## src/sv/rle_pkg.sv

```systemverilog
// Package for the byte run-length encoder.
// Holds the coding constants, the result buffer sizing and the buffer entry type.
// No dependencies.
package rle_pkg;

   // Coding constants of the scheme.
   localparam logic [7:0] RUN_FLAG  = 8'h80;
   localparam logic [6:0] RUN_CHUNK = 7'd127;
   localparam logic [7:0] CONT_BYTE = 8'hFF;

   // The result buffer holds four entries, so two more always fit while ready is high.
   localparam int unsigned BUF_DEPTH = 4;
   localparam int unsigned BUF_AW    = $clog2(BUF_DEPTH);
   localparam int unsigned BUF_CW    = $clog2(BUF_DEPTH + 1);

   // This is one compressed byte together with its end-of-buffer mark.
   typedef struct packed {
      logic [7:0] code_byte;
      logic       last_out;
   } rle_entry_type;

endpackage

```

## src/sv/rle_stream_ifs.sv

```systemverilog
// Valid/ready stream interfaces of the byte run-length encoder.
// The request interface carries raw bytes and the response interface carries coded bytes.
// No dependencies.
interface rle_req_if;
   logic       valid;
   logic       ready;
   logic [7:0] data_byte;
   logic       last_in;

   modport source (output valid, output data_byte, output last_in, input ready);
   modport sink   (input valid, input data_byte, input last_in, output ready);
endinterface

interface rle_rsp_if;
   logic       valid;
   logic       ready;
   logic [7:0] code_byte;
   logic       last_out;

   modport source (output valid, output code_byte, output last_out, input ready);
   modport sink   (input valid, input code_byte, input last_out, output ready);
endinterface

```

## src/sv/rle_byte_encoder_core.sv

```systemverilog
// Output: a coded byte is written into the result buffer at the transfer that causes it,
// and rsp_ch offers it from there. Throughput: one input byte per cycle while req_ch.ready
// is high. A byte may yield two coded bytes, which the four-entry result buffer absorbs;
// req_ch.ready drops only when fewer than two buffer entries are free.
// Reset: synchronous and active high. It empties the pending run and the result buffer.
// Top level of the byte run-length encoder.
// Depends on rle_pkg and the interfaces in rle_stream_ifs.sv.
module rle_byte_encoder_core
   import rle_pkg::*;
(
   input  logic        clock,
   input  logic        reset,
   rle_req_if.sink     req_ch,
   rle_rsp_if.source   rsp_ch
);

   // Run state.
   logic [7:0] held_value_ff, held_value_in;
   logic       have_held_ff, have_held_in;
   logic       header_sent_ff, header_sent_in;
   logic [6:0] run_remainder_ff, run_remainder_in;

   // Result buffer.
   rle_entry_type        buf_mem_ff [BUF_DEPTH];
   logic [BUF_AW-1:0]    wr_ptr_ff, wr_ptr_in;
   logic [BUF_AW-1:0]    rd_ptr_ff, rd_ptr_in;
   logic [BUF_CW-1:0]    count_ff, count_in;

   logic          req_xfer;
   logic          rsp_xfer;
   logic          emit_step;
   logic [7:0]    step_byte;
   logic [1:0]    push_count;
   rle_entry_type first_entry;
   rle_entry_type second_entry;
   logic [7:0]    close_byte;

   // Handshakes: accept while two entries are free, offer while the buffer holds data.
   assign req_ch.ready = (count_ff <= BUF_CW'(BUF_DEPTH - 2));
   assign req_xfer     = req_ch.valid && req_ch.ready;
   assign rsp_ch.valid = (count_ff != '0);
   assign rsp_xfer     = rsp_ch.valid && rsp_ch.ready;
   assign rsp_ch.code_byte = buf_mem_ff[rd_ptr_ff].code_byte;
   assign rsp_ch.last_out  = buf_mem_ff[rd_ptr_ff].last_out;

   // Step logic: start, extend or close the pending run, then flush it on the last byte.
   always_comb begin
      emit_step        = 1'b0;
      step_byte        = CONT_BYTE;
      held_value_in    = held_value_ff;
      have_held_in     = have_held_ff;
      header_sent_in   = header_sent_ff;
      run_remainder_in = run_remainder_ff;

      if (!have_held_ff) begin
         held_value_in    = req_ch.data_byte;
         have_held_in     = 1'b1;
         header_sent_in   = 1'b0;
         run_remainder_in = 7'd1;
      end else if (req_ch.data_byte == held_value_ff) begin
         if (!header_sent_ff) begin
            emit_step        = 1'b1;
            step_byte        = held_value_ff | RUN_FLAG;
            header_sent_in   = 1'b1;
            run_remainder_in = 7'd2;
         end else if (run_remainder_ff >= RUN_CHUNK) begin
            emit_step        = 1'b1;
            step_byte        = CONT_BYTE;
            run_remainder_in = 7'd1;
         end else begin
            run_remainder_in = run_remainder_ff + 7'd1;
         end
      end else begin
         emit_step        = 1'b1;
         step_byte        = header_sent_ff ? {1'b0, run_remainder_ff} : held_value_ff;
         held_value_in    = req_ch.data_byte;
         header_sent_in   = 1'b0;
         run_remainder_in = 7'd1;
      end

      // The flush closes the run as it stands after this byte.
      close_byte = header_sent_in ? {1'b0, run_remainder_in} : held_value_in;

      if (req_ch.last_in) begin
         held_value_in    = '0;
         have_held_in     = 1'b0;
         header_sent_in   = 1'b0;
         run_remainder_in = '0;
      end
   end

   // Order the coded bytes of this step for the buffer.
   always_comb begin
      second_entry.code_byte = close_byte;
      second_entry.last_out  = 1'b1;
      if (emit_step) begin
         first_entry.code_byte = step_byte;
         first_entry.last_out  = 1'b0;
      end else begin
         first_entry = second_entry;
      end
      push_count = {1'b0, emit_step} + {1'b0, req_ch.last_in};
   end

   // Buffer pointer and fill count updates.
   always_comb begin
      wr_ptr_in = wr_ptr_ff;
      rd_ptr_in = rd_ptr_ff;
      count_in  = count_ff;
      if (req_xfer) begin
         wr_ptr_in = wr_ptr_ff + BUF_AW'(push_count);
         count_in  = count_ff + BUF_CW'(push_count);
      end
      if (rsp_xfer) begin
         rd_ptr_in = rd_ptr_ff + BUF_AW'(1);
         count_in  = count_in - BUF_CW'(1);
      end
   end

   // Control and run state registers.
   always_ff @(posedge clock) begin
      if (reset) begin
         held_value_ff    <= '0;
         have_held_ff     <= 1'b0;
         header_sent_ff   <= 1'b0;
         run_remainder_ff <= '0;
         wr_ptr_ff        <= '0;
         rd_ptr_ff        <= '0;
         count_ff         <= '0;
      end else begin
         if (req_xfer) begin
            held_value_ff    <= held_value_in;
            have_held_ff     <= have_held_in;
            header_sent_ff   <= header_sent_in;
            run_remainder_ff <= run_remainder_in;
         end
         wr_ptr_ff <= wr_ptr_in;
         rd_ptr_ff <= rd_ptr_in;
         count_ff  <= count_in;
      end
   end

   // Buffer storage takes up to two entries per transfer.
   always_ff @(posedge clock) begin
      if (req_xfer) begin
         if (push_count != 2'd0) begin
            buf_mem_ff[wr_ptr_ff] <= first_entry;
         end
         if (push_count == 2'd2) begin
            buf_mem_ff[wr_ptr_ff + BUF_AW'(1)] <= second_entry;
         end
      end
   end

`ifndef ASSERT_OFF
   // The buffer never holds more entries than it has.
   a_count_bound : assert property (@(posedge clock) disable iff (reset)
      count_ff <= BUF_CW'(BUF_DEPTH))
      else $error("result buffer overfilled");

   // A pending run always has a remainder of 1 to 127.
   a_remainder_range : assert property (@(posedge clock) disable iff (reset)
      have_held_ff |-> (run_remainder_ff != '0 && run_remainder_ff <= RUN_CHUNK))
      else $error("run remainder out of range");

   // Without a pending run no header can be outstanding.
   a_header_needs_run : assert property (@(posedge clock) disable iff (reset)
      !have_held_ff |-> !header_sent_ff)
      else $error("header marked sent without a pending run");

   // A transfer marked last leaves the encoder empty.
   a_last_flushes : assert property (@(posedge clock) disable iff (reset)
      (req_xfer && req_ch.last_in) |=> !have_held_ff)
      else $error("run still pending after the last byte");

   // A transfer marked last always leaves a coded byte to deliver.
   a_last_emits : assert property (@(posedge clock) disable iff (reset)
      (req_xfer && req_ch.last_in) |=> rsp_ch.valid)
      else $error("no coded byte after the last byte");
`endif

endmodule
```

## src/flat_wrapper.sv

```systemverilog
// flat-port wrapper written by rule: the top's interface ports become plain ports
module rle_byte_encoder_core_flat import rle_pkg::*;
  (clock, reset, req_ch_valid, req_ch_data_byte, req_ch_last_in, req_ch_ready, rsp_ch_valid, rsp_ch_code_byte, rsp_ch_last_out, rsp_ch_ready);
  rle_req_if req_ch_i ();
  rle_rsp_if rsp_ch_i ();
  input  logic clock;
  input  logic reset;
  input wire logic [$bits(req_ch_i.valid)-1:0] req_ch_valid;
  input wire logic [$bits(req_ch_i.data_byte)-1:0] req_ch_data_byte;
  input wire logic [$bits(req_ch_i.last_in)-1:0] req_ch_last_in;
  output wire logic [$bits(req_ch_i.ready)-1:0] req_ch_ready;
  output wire logic [$bits(rsp_ch_i.valid)-1:0] rsp_ch_valid;
  output wire logic [$bits(rsp_ch_i.code_byte)-1:0] rsp_ch_code_byte;
  output wire logic [$bits(rsp_ch_i.last_out)-1:0] rsp_ch_last_out;
  input wire logic [$bits(rsp_ch_i.ready)-1:0] rsp_ch_ready;
  assign req_ch_i.valid = req_ch_valid;
  assign req_ch_i.data_byte = req_ch_data_byte;
  assign req_ch_i.last_in = req_ch_last_in;
  assign req_ch_ready = req_ch_i.ready;
  assign rsp_ch_valid = rsp_ch_i.valid;
  assign rsp_ch_code_byte = rsp_ch_i.code_byte;
  assign rsp_ch_last_out = rsp_ch_i.last_out;
  assign rsp_ch_i.ready = rsp_ch_ready;
  rle_byte_encoder_core u_core (.clock(clock), .reset(reset), .req_ch(req_ch_i), .rsp_ch(rsp_ch_i));
endmodule
```

## config.mk

```make
export PLATFORM = sky130hd
export DESIGN_NAME = rle_byte_encoder_core_flat
export DESIGN_NICKNAME = d
export VERILOG_FILES = /design/src/sv/rle_pkg.sv /design/src/sv/rle_stream_ifs.sv /design/src/sv/rle_byte_encoder_core.sv /design/src/flat_wrapper.sv
export SDC_FILE = /design/constraint.sdc
export NUM_CORES = 1
export LEC_CHECK = 0
export ABC_AREA = 1
export BUFFER_PORTS_ARGS = -buffer_cell sky130_fd_sc_hd__buf_4
export CAP_MARGIN = 20
export CORE_AREA = 10 10 105 84
export CTS_BUF_LIST = sky130_fd_sc_hd__clkbuf_4 sky130_fd_sc_hd__clkbuf_8
export DETAILED_ROUTE_END_ITERATION = 16
export DIE_AREA = 0 0 115 94
export PLACE_DENSITY = 0.85
export SYNTH_ARGS = -nofsm -noshare
export SYNTH_HDL_FRONTEND = slang
export SYNTH_SLANG_ARGS = --single-unit
export TNS_END_PERCENT = 5
```

## constraint.sdc

```tcl
create_clock -name clock -period 2.96 [get_ports clock]
set_clock_uncertainty 0.15 [all_clocks]
set_input_delay 0.592 -clock clock [delete_from_list [all_inputs] [get_ports clock]]
set_output_delay 0.592 -clock clock [all_outputs]
set_load 0.01 [all_outputs]
```

==> results of run 1 <==
==> path summary, 6_finish.rpt <==
| check | cells after the start | slack (ns) | to |
|---|---|---|---|
| max | 17 | 0.07 | u_core.count_ff[1] |
| min | 2 | 0.32 | flip-flop |
| max reg2reg | 17 | 0.07 | u_core.count_ff[1] |
| min reg2reg | 2 | 0.32 | flip-flop |
==> stage by stage <==
step,hold WS [ns],setup WS [ns]
CTS,0.325,0.0135
global placement,0.300,-0.0108
finish,0.323,0.0735
detailed placement,0.315,-0.127
floorplan,0.286,0.00492
global route,0.346,-0.0254
==> power by group <==
part           switching (mW)  internal, mW  total (mW)
logic                   0.589         0.372       0.961
registers              0.0830          1.03        1.12
clock network           0.370         0.503       0.873
total                    1.04          1.91        2.95
==> worst register-to-register path: cells and delay by family (launching register included) <==
kind,cells,cell delay [ns]
AND/OR/NAND/NOR,10,0.85
buffers and inverters,1,0.03
adder cells (fa/ha/maj),4,1.19
AO/OA/AOI/OAI,2,0.18
flip-flops,1,0.43
==> placed cells by master, fill, tap and decap left out, types with 4 or more instances in the layout <==
| cell type | synthesis | final |
|---|---|---|
| nand2_1 | 166 | 161 |
| nand3_1 | 66 | 66 |
| buf_4 | 0 | 59 |
| inv_1 | 48 | 47 |
| o21ai_0 | 38 | 37 |
| edfxtp_1 | 32 | 32 |
| a21oi_1 | 31 | 31 |
| nor2_1 | 35 | 31 |
| dfxtp_1 | 30 | 23 |
| nand3_2 | 13 | 13 |
| o22ai_1 | 10 | 10 |
| clkbuf_8 | 0 | 10 |
| dfxtp_2 | 0 | 7 |
| clkinv_1 | 6 | 6 |
| o21ai_2 | 5 | 6 |
| nand2_4 | 0 | 5 |
| nand4_1 | 5 | 5 |
| nor2_2 | 2 | 4 |
| nor2_4 | 2 | 4 |
| ha_1 | 7 | 4 |
==> per-layer routing <==
metal  wire length (um)  global-route usage  part of all wire
met1               4410               0.253              0.42
met2               4710               0.290              0.44
met3               1090              0.0524              0.10
met4                373              0.0782             0.035
met5                  0                   0                 0
==> what timing repair did <==
item	CTS	global route
hold buffers	0	0
gates resized for setup	3	25
endpoints found under the setup margin	2	36
pin swaps	2	10
buffers inserted	9	4
==> cell families (layout without fill, tap and decap cells) <==
| family | Yosys count | after routing |
|---|---|---|
| buffers and inverters | 71 | 132 |
| AOI/OAI and AO/OA | 87 | 87 |
| and+or+nand+nor | 294 | 294 |
| DFF | 62 | 62 |
| adders and majority gates | 8 | 8 |
| xor gates and xnor gates | 2 | 2 |
==> sequential cells by signal (all words and copies together) (netlist names), named ones only <==
name / flops
u_core.buf_mem_ff: 36
u_core.held_value_ff: 8
u_core.run_remainder_ff: 7
u_core.count_ff: 3
u_core.rd_ptr_ff: 2
u_core.wr_ptr_ff: 2
u_core.have_held_ff: 1
u_core.header_sent_ff: 1
==> cell type report <==
class / count / area (sq um)
Sequential cell: 62 / 1570
Clock inverter: 6 / 93.8
Timing Repair Buffer: 60 / 454
Inverter: 56 / 210
Fill cell: 510 / 2120
Tap cell: 84 / 105
Clock buffer: 10 / 138
Multi-Input combinational cell: 391 / 2010
==> impl_metrics.csv, run 1 <==
group,metric,value,unit
synthesis,yosys.area_share.xor_xnor,0.00465,
floorplanning,die_x,115,um
synthesis,ys_ff_latch,62,
global_route,grt_pass1_wl,16800,um
global_route,grt-ovfl-total,0,
clock_network,clock_latency,0.36,ns
final_layout,area_growth,21.7,%
synthesis,ys_seq_area_frac,0.415,
power,power_density,644,nW/um^2
critical_path,critPathBufInv,1,
sta,max-slew-margin-rel,0.622,
sta,period_minus_slack,2.89,ns
synthesis,synth_top_family_by_area,"simple AND/OR/NAND/NOR gates",
sta,fin_setup_tns,0,ns
synthesis,syn-instance-count,524,
placed_design,io_buffers,23,
critical_path,worstPathArrival,3.02,ns
clock_network,path_clk_slew,0.07,ns
worst_hold_path,min_from,"u_core.rd_ptr_ff[1]",
final_layout,drive_gt1_frac,0.214,
clock_network,cts_buffer_depth,2,
floorplanning,core,6700,sq um
global_route,grt_max_degree,26,
routing,dr.pass1.iters,6,
job,maxCapViolations,0,
synthesis,synth_fp_nets,545,
global_route,grtUsageTotal,0.192,
power,p_total,2.95,mW
power,cellLeakagePower,2.05,nW
synthesis,synth-simple-area-share,0.349,
critical_path,crit_required,3.09,ns
synthesis,synth.distinct_cells,29,
sta,timing.fmax,346,MHz
sta,rsz0062_at_grt,"yes",
critical_path,max_stage_delay,0.54,ns
final_layout,diodes,0,
routing,wl_per_cell,15.8,um
critical_path,cp_cell_sequence,"nand2_1 -> nor2_2 -> nand2_4 -> nand2_4 -> nor2_4 -> nand3_2 -> nand2_4 -> ha_4 -> ha_4 -> inv_2 -> fa_1 -> nand2_1 -> o21ai_2 -> ha_1 -> nand2_1 -> nand2_1 -> a21oi_1",
critical_path,critPathTopFamily,"adder cells",
clock_network,clk_root_buffer_cell,"clkbuf_8",
critical_path,path_max_fanout,7,
routing,drt-vias-per-instance,5.84,
critical_path,reg2reg_from,"u_core.run_remainder_ff[3]",
clock_network,cts_tree,"built",
floorplanning,start_util,0.562,
power,vdd_ir_drop_max,0.459,mV
routing,vias,3909,
routing,drt-initial-drc-count,457,
floorplanning,fp-row-count,26,
critical_path,start_kind,"flip-flop",
placed_design,routabilityCongestion,0.941,
synthesis,ys_top_cells_by_area,"edfxtp_1, nand2_1, dfxtp_1",
clock_network,cts_buffers,9,
sta,hold_viol,0,
run_status,status,"complete, no violations",
critical_path,cpMostUsedCell,"nand2_1",
global_route,grt_pass1_vias,3463,
synthesis,synth-adder-area-share,0.0286,
sta,finalSetupViolations,0,
synthesis,yosysWarnings,0,
sta,finalMaxSlewViolations,0,
synthesis,synth_edf_count,32,
floorplanning,fp.dieH,94,um
placed_design,post-place-cells,640,
synthesis,synth_common_cells,"nand2_1, nand3_1, inv_1",
synthesis,netlist.area_leader.share,0.255,
floorplanning,die_area,10800,sq um
final_layout,instances_no_fill,669,
synthesis,synth_compound_area_frac,0.126,
synthesis,avgSynthCellArea,7.19,sq um
routing,routed_wl,10600,um
worst_hold_path,hp-class,"reg2reg",
routing,drc,0,
critical_path,crit_start,"u_core.run_remainder_ff[3]",
clock_network,cts_sinks,62,
synthesis,yosysTopAreaCell,"edfxtp_1",
sta,worst_pin_slew,0.565,ns
global_route,antenna_found_initial,0,
critical_path,cp_slowest_cell,"fa_1",
synthesis,yosysMostFrequentCell,"nand2_1",
clock_network,cts_max_level,3,
routing,postRouteAntennaNets,0,
floorplanning,io_pins,24,
critical_path,end_kind,"flip-flop",
synthesis,synthMuxAreaShare,0,
final_layout,nNetsFinal,601,
placed_design,placed_area,4160,sq um
synthesis,synth_ff_type,"edfxtp_1",
final_layout,postLayoutCellArea,4580,sq um
synthesis,synth.cell_area,3770,sq um
sta,finalCritPeriodShare,0.975,
final_layout,final_core_util,0.684,
placed_design,place_hpwl,7250,um
synthesis,synth-async-reset-ratio,0,
critical_path,criticalPathCategory,"reg2reg",
No activity file was read; power rests on OpenSTA's default activity.
==> run 2, diff against run 1 <==
Settings changed: SETUP_SLACK_MARGIN set to 0.15, TNS_END_PERCENT 5 to 30.
==> run 2 against run 1 <==
- maximum frequency up 4.2%
- clock power down 4.5%
- routed wire length down 3.2%
- via count down 3.7%
- cell area down 2.5%
- die area unchanged
- utilization down 1.7 points
- largest power group unchanged
- critical path depth up 1
- setup slack better by 0.12 ns
- highest routed layer unchanged
==> impl_metrics.csv, run 2 (synthesized netlist as in run 1, its figures left out) <==
group,metric,value,unit
run_status,status,"complete, no violations",
critical_path,end_kind,"flip-flop",
critical_path,crit_start,"u_core.run_remainder_ff[0]",
critical_path,cp.depth,18,
placed_design,dp_slack,-0.0862,ns
placed_design,routabilityCongestion,0.946,
placed_design,placed_area,4170,sq um
placed_design,place_hpwl,7230,um
final_layout,nNetsFinal,589,
critical_path,cp_cell_sequence,"ha_4 -> nand2_4 -> nor2_4 -> nand2_2 -> nand2_2 -> nor2_4 -> nand3_2 -> nand2_4 -> ha_4 -> ha_4 -> inv_2 -> fa_1 -> nand2_1 -> o21ai_2 -> ha_1 -> nand2_1 -> nand2_1 -> a21oi_1",
power,power_density,652,nW/um^2
sta,finalCritPeriodShare,0.936,
final_layout,layout_common_cells,"nand2_1, nand3_1, inv_1, buf_4, o21ai_0",
global_route,grt_max_degree,26,
clock_network,cts_buffers,9,
final_layout,postLayoutCellArea,4470,sq um
critical_path,critPathTopFamily,"adder cells",
power,cellLeakagePower,1.95,nW
global_route,antenna_found_initial,0,
floorplanning,fp-row-count,26,
clock_network,cts_max_level,3,
critical_path,rr_worst_depth,18,
final_layout,drive_gt1_frac,0.194,
final_layout,area_growth,18.6,%
final_layout,final_core_util,0.667,
sta,worst_pin_slew,0.663,ns
power,vdd_ir_drop_max,0.647,mV
critical_path,critPathBufInv,1,
global_route,grt_pass1_vias,3389,
sta,setup_slack,0.189,ns
routing,wl_per_cell,15.6,um
routing,dr.pass1.iters,6,
final_layout,n_fill_cell,562,
clock_network,clk_root_buffer_cell,"clkbuf_8",
floorplanning,fp.dieH,94,um
global_route,grt_pass1_wl,16600,um
routing,drc,0,
floorplanning,io_pins,24,
routing,postRouteAntennaNets,0,
sta,rsz0062_at_grt,"yes",
critical_path,ff2ff_setup_slack,0.19,ns
job,maxCapViolations,0,
final_layout,top_regs,"u_core.buf_mem_ff: 36 flops, u_core.held_value_ff: 8 flops, u_core.run_remainder_ff: 7 flops",
final_layout,largest_reg_flops,36,
floorplanning,core,6700,sq um
sta,hold_viol,0,
placed_design,io_buffers,23,
routing,drt-initial-drc-count,523,
critical_path,timing.rr.end,"u_core.count_ff[1]",
critical_path,start_kind,"flip-flop",
sta,period_minus_slack,2.77,ns
worst_hold_path,hp-class,"reg2reg",
final_layout,layout_commonest_cell,"nand2_1",
global_route,grtUsageTotal,0.192,
sta,finalSetupViolations,0,
power,p_total,2.91,mW
critical_path,reg2reg_from,"u_core.run_remainder_ff[0]",
clock_network,cts_sinks,62,
critical_path,worstPathArrival,2.91,ns
sta,timing.fmax,361,MHz
clock_network,clock_latency,0.36,ns
routing,vias,3763,
floorplanning,start_util,0.562,
critical_path,max_stage_delay,0.40,ns
floorplanning,die_area,10800,sq um
clock_network,cts_tree,"built",
routing,routed_wl,10300,um
critical_path,path_max_fanout,5,
final_layout,diodes,0,
floorplanning,die_x,115,um
clock_network,path_clk_slew,0.08,ns
clock_network,cts_hold_buf,0,
final_layout,top_register,"u_core.buf_mem_ff",
sta,max-slew-margin-rel,0.556,
critical_path,cp_slowest_cell,"fa_1",
clock_network,cts_buffer_depth,2,
sta,finalMaxSlewViolations,0,
global_route,grt-ovfl-total,0,
critical_path,endpoint,"u_core.count_ff[1]",
routing,drt-vias-per-instance,5.73,
critical_path,crit_required,3.10,ns
critical_path,criticalPathCategory,"reg2reg",
==> run 2: repair_timing <==
| item | in CTS | in global routing |
|---|---|---|
| endpoints found under the setup margin | 2 | 29 |
| setup buffers | 0 | 6 |
| pin swaps | 0 | 6 |
| resized for setup | 5 | 9 |
==> run 2: area by class of cell <==
type	count	area (sq um)	share of cell area
flip-flops and latches	62	1580	0.353
clock buffers	10	131	0.0294
inverters	56	210	0.0471
multi-input cells	391	1980	0.444
clock inverters	6	86.3	0.0193
well taps	84	105	0.0235
repair buffers	48	373	0.0835
==> run 2: worst min path at each step <==
| stage | from | slack [ns] | end | depth (start not counted) |
|---|---|---|---|---|
| final | u_core.rd_ptr_ff[1] | 0.31 | flip-flop | 2 |
| after detailed placement | u_core.rd_ptr_ff[1] | 0.31 | u_core.rd_ptr_ff[1] | 2 |
| after global routing | u_core.rd_ptr_ff[1] | 0.36 | flip-flop | 2 |
| after floorplan | u_core.rd_ptr_ff[1] | 0.29 | flip-flop | 2 |
| after CTS | u_core.rd_ptr_ff[1] | 0.33 | flip-flop | 2 |
| after global placement | u_core.rd_ptr_ff[0] | 0.31 | u_core.rd_ptr_ff[0] | 1 |
==> run 2: metal layers <==
layer	GRT usage	vias to the layer above	wire, um
li1	-	1829	-
met1	0.260	1689	4440
met2	0.290	214	4530
met3	0.0466	31	1070
met4	0.0700	0	209
met5	0	-	0
==> run 2: tightest hold or removal path, delay by kind of cell (launching register included) <==
kind | cells | cell delay [ns]
flops | 1 | 0.30
compound gates | 1 | 0.07
buf+inv | 1 | 0.05
==> run 2: report_power, final <==
group	total [mW]	leakage, nW	internal (mW)	switching [mW]
combinational	0.963	1.27	0.378	0.585
sequential	1.12	0.575	1.03	0.0832
clock	0.834	0.110	0.482	0.352
total	2.91	1.95	1.89	1.02
==> run 2: stage by stage <==
stage	instances	hold WS, ns	setup TNS [ns]
3_3_place_gp	635	0.305	0
3_5_place_dp	635	0.313	-0.125
4_1_cts	651	0.325	0
5_1_grt	657	0.355	0
6_report	657	0.315	0
2_1_floorplan	524	0.286	0
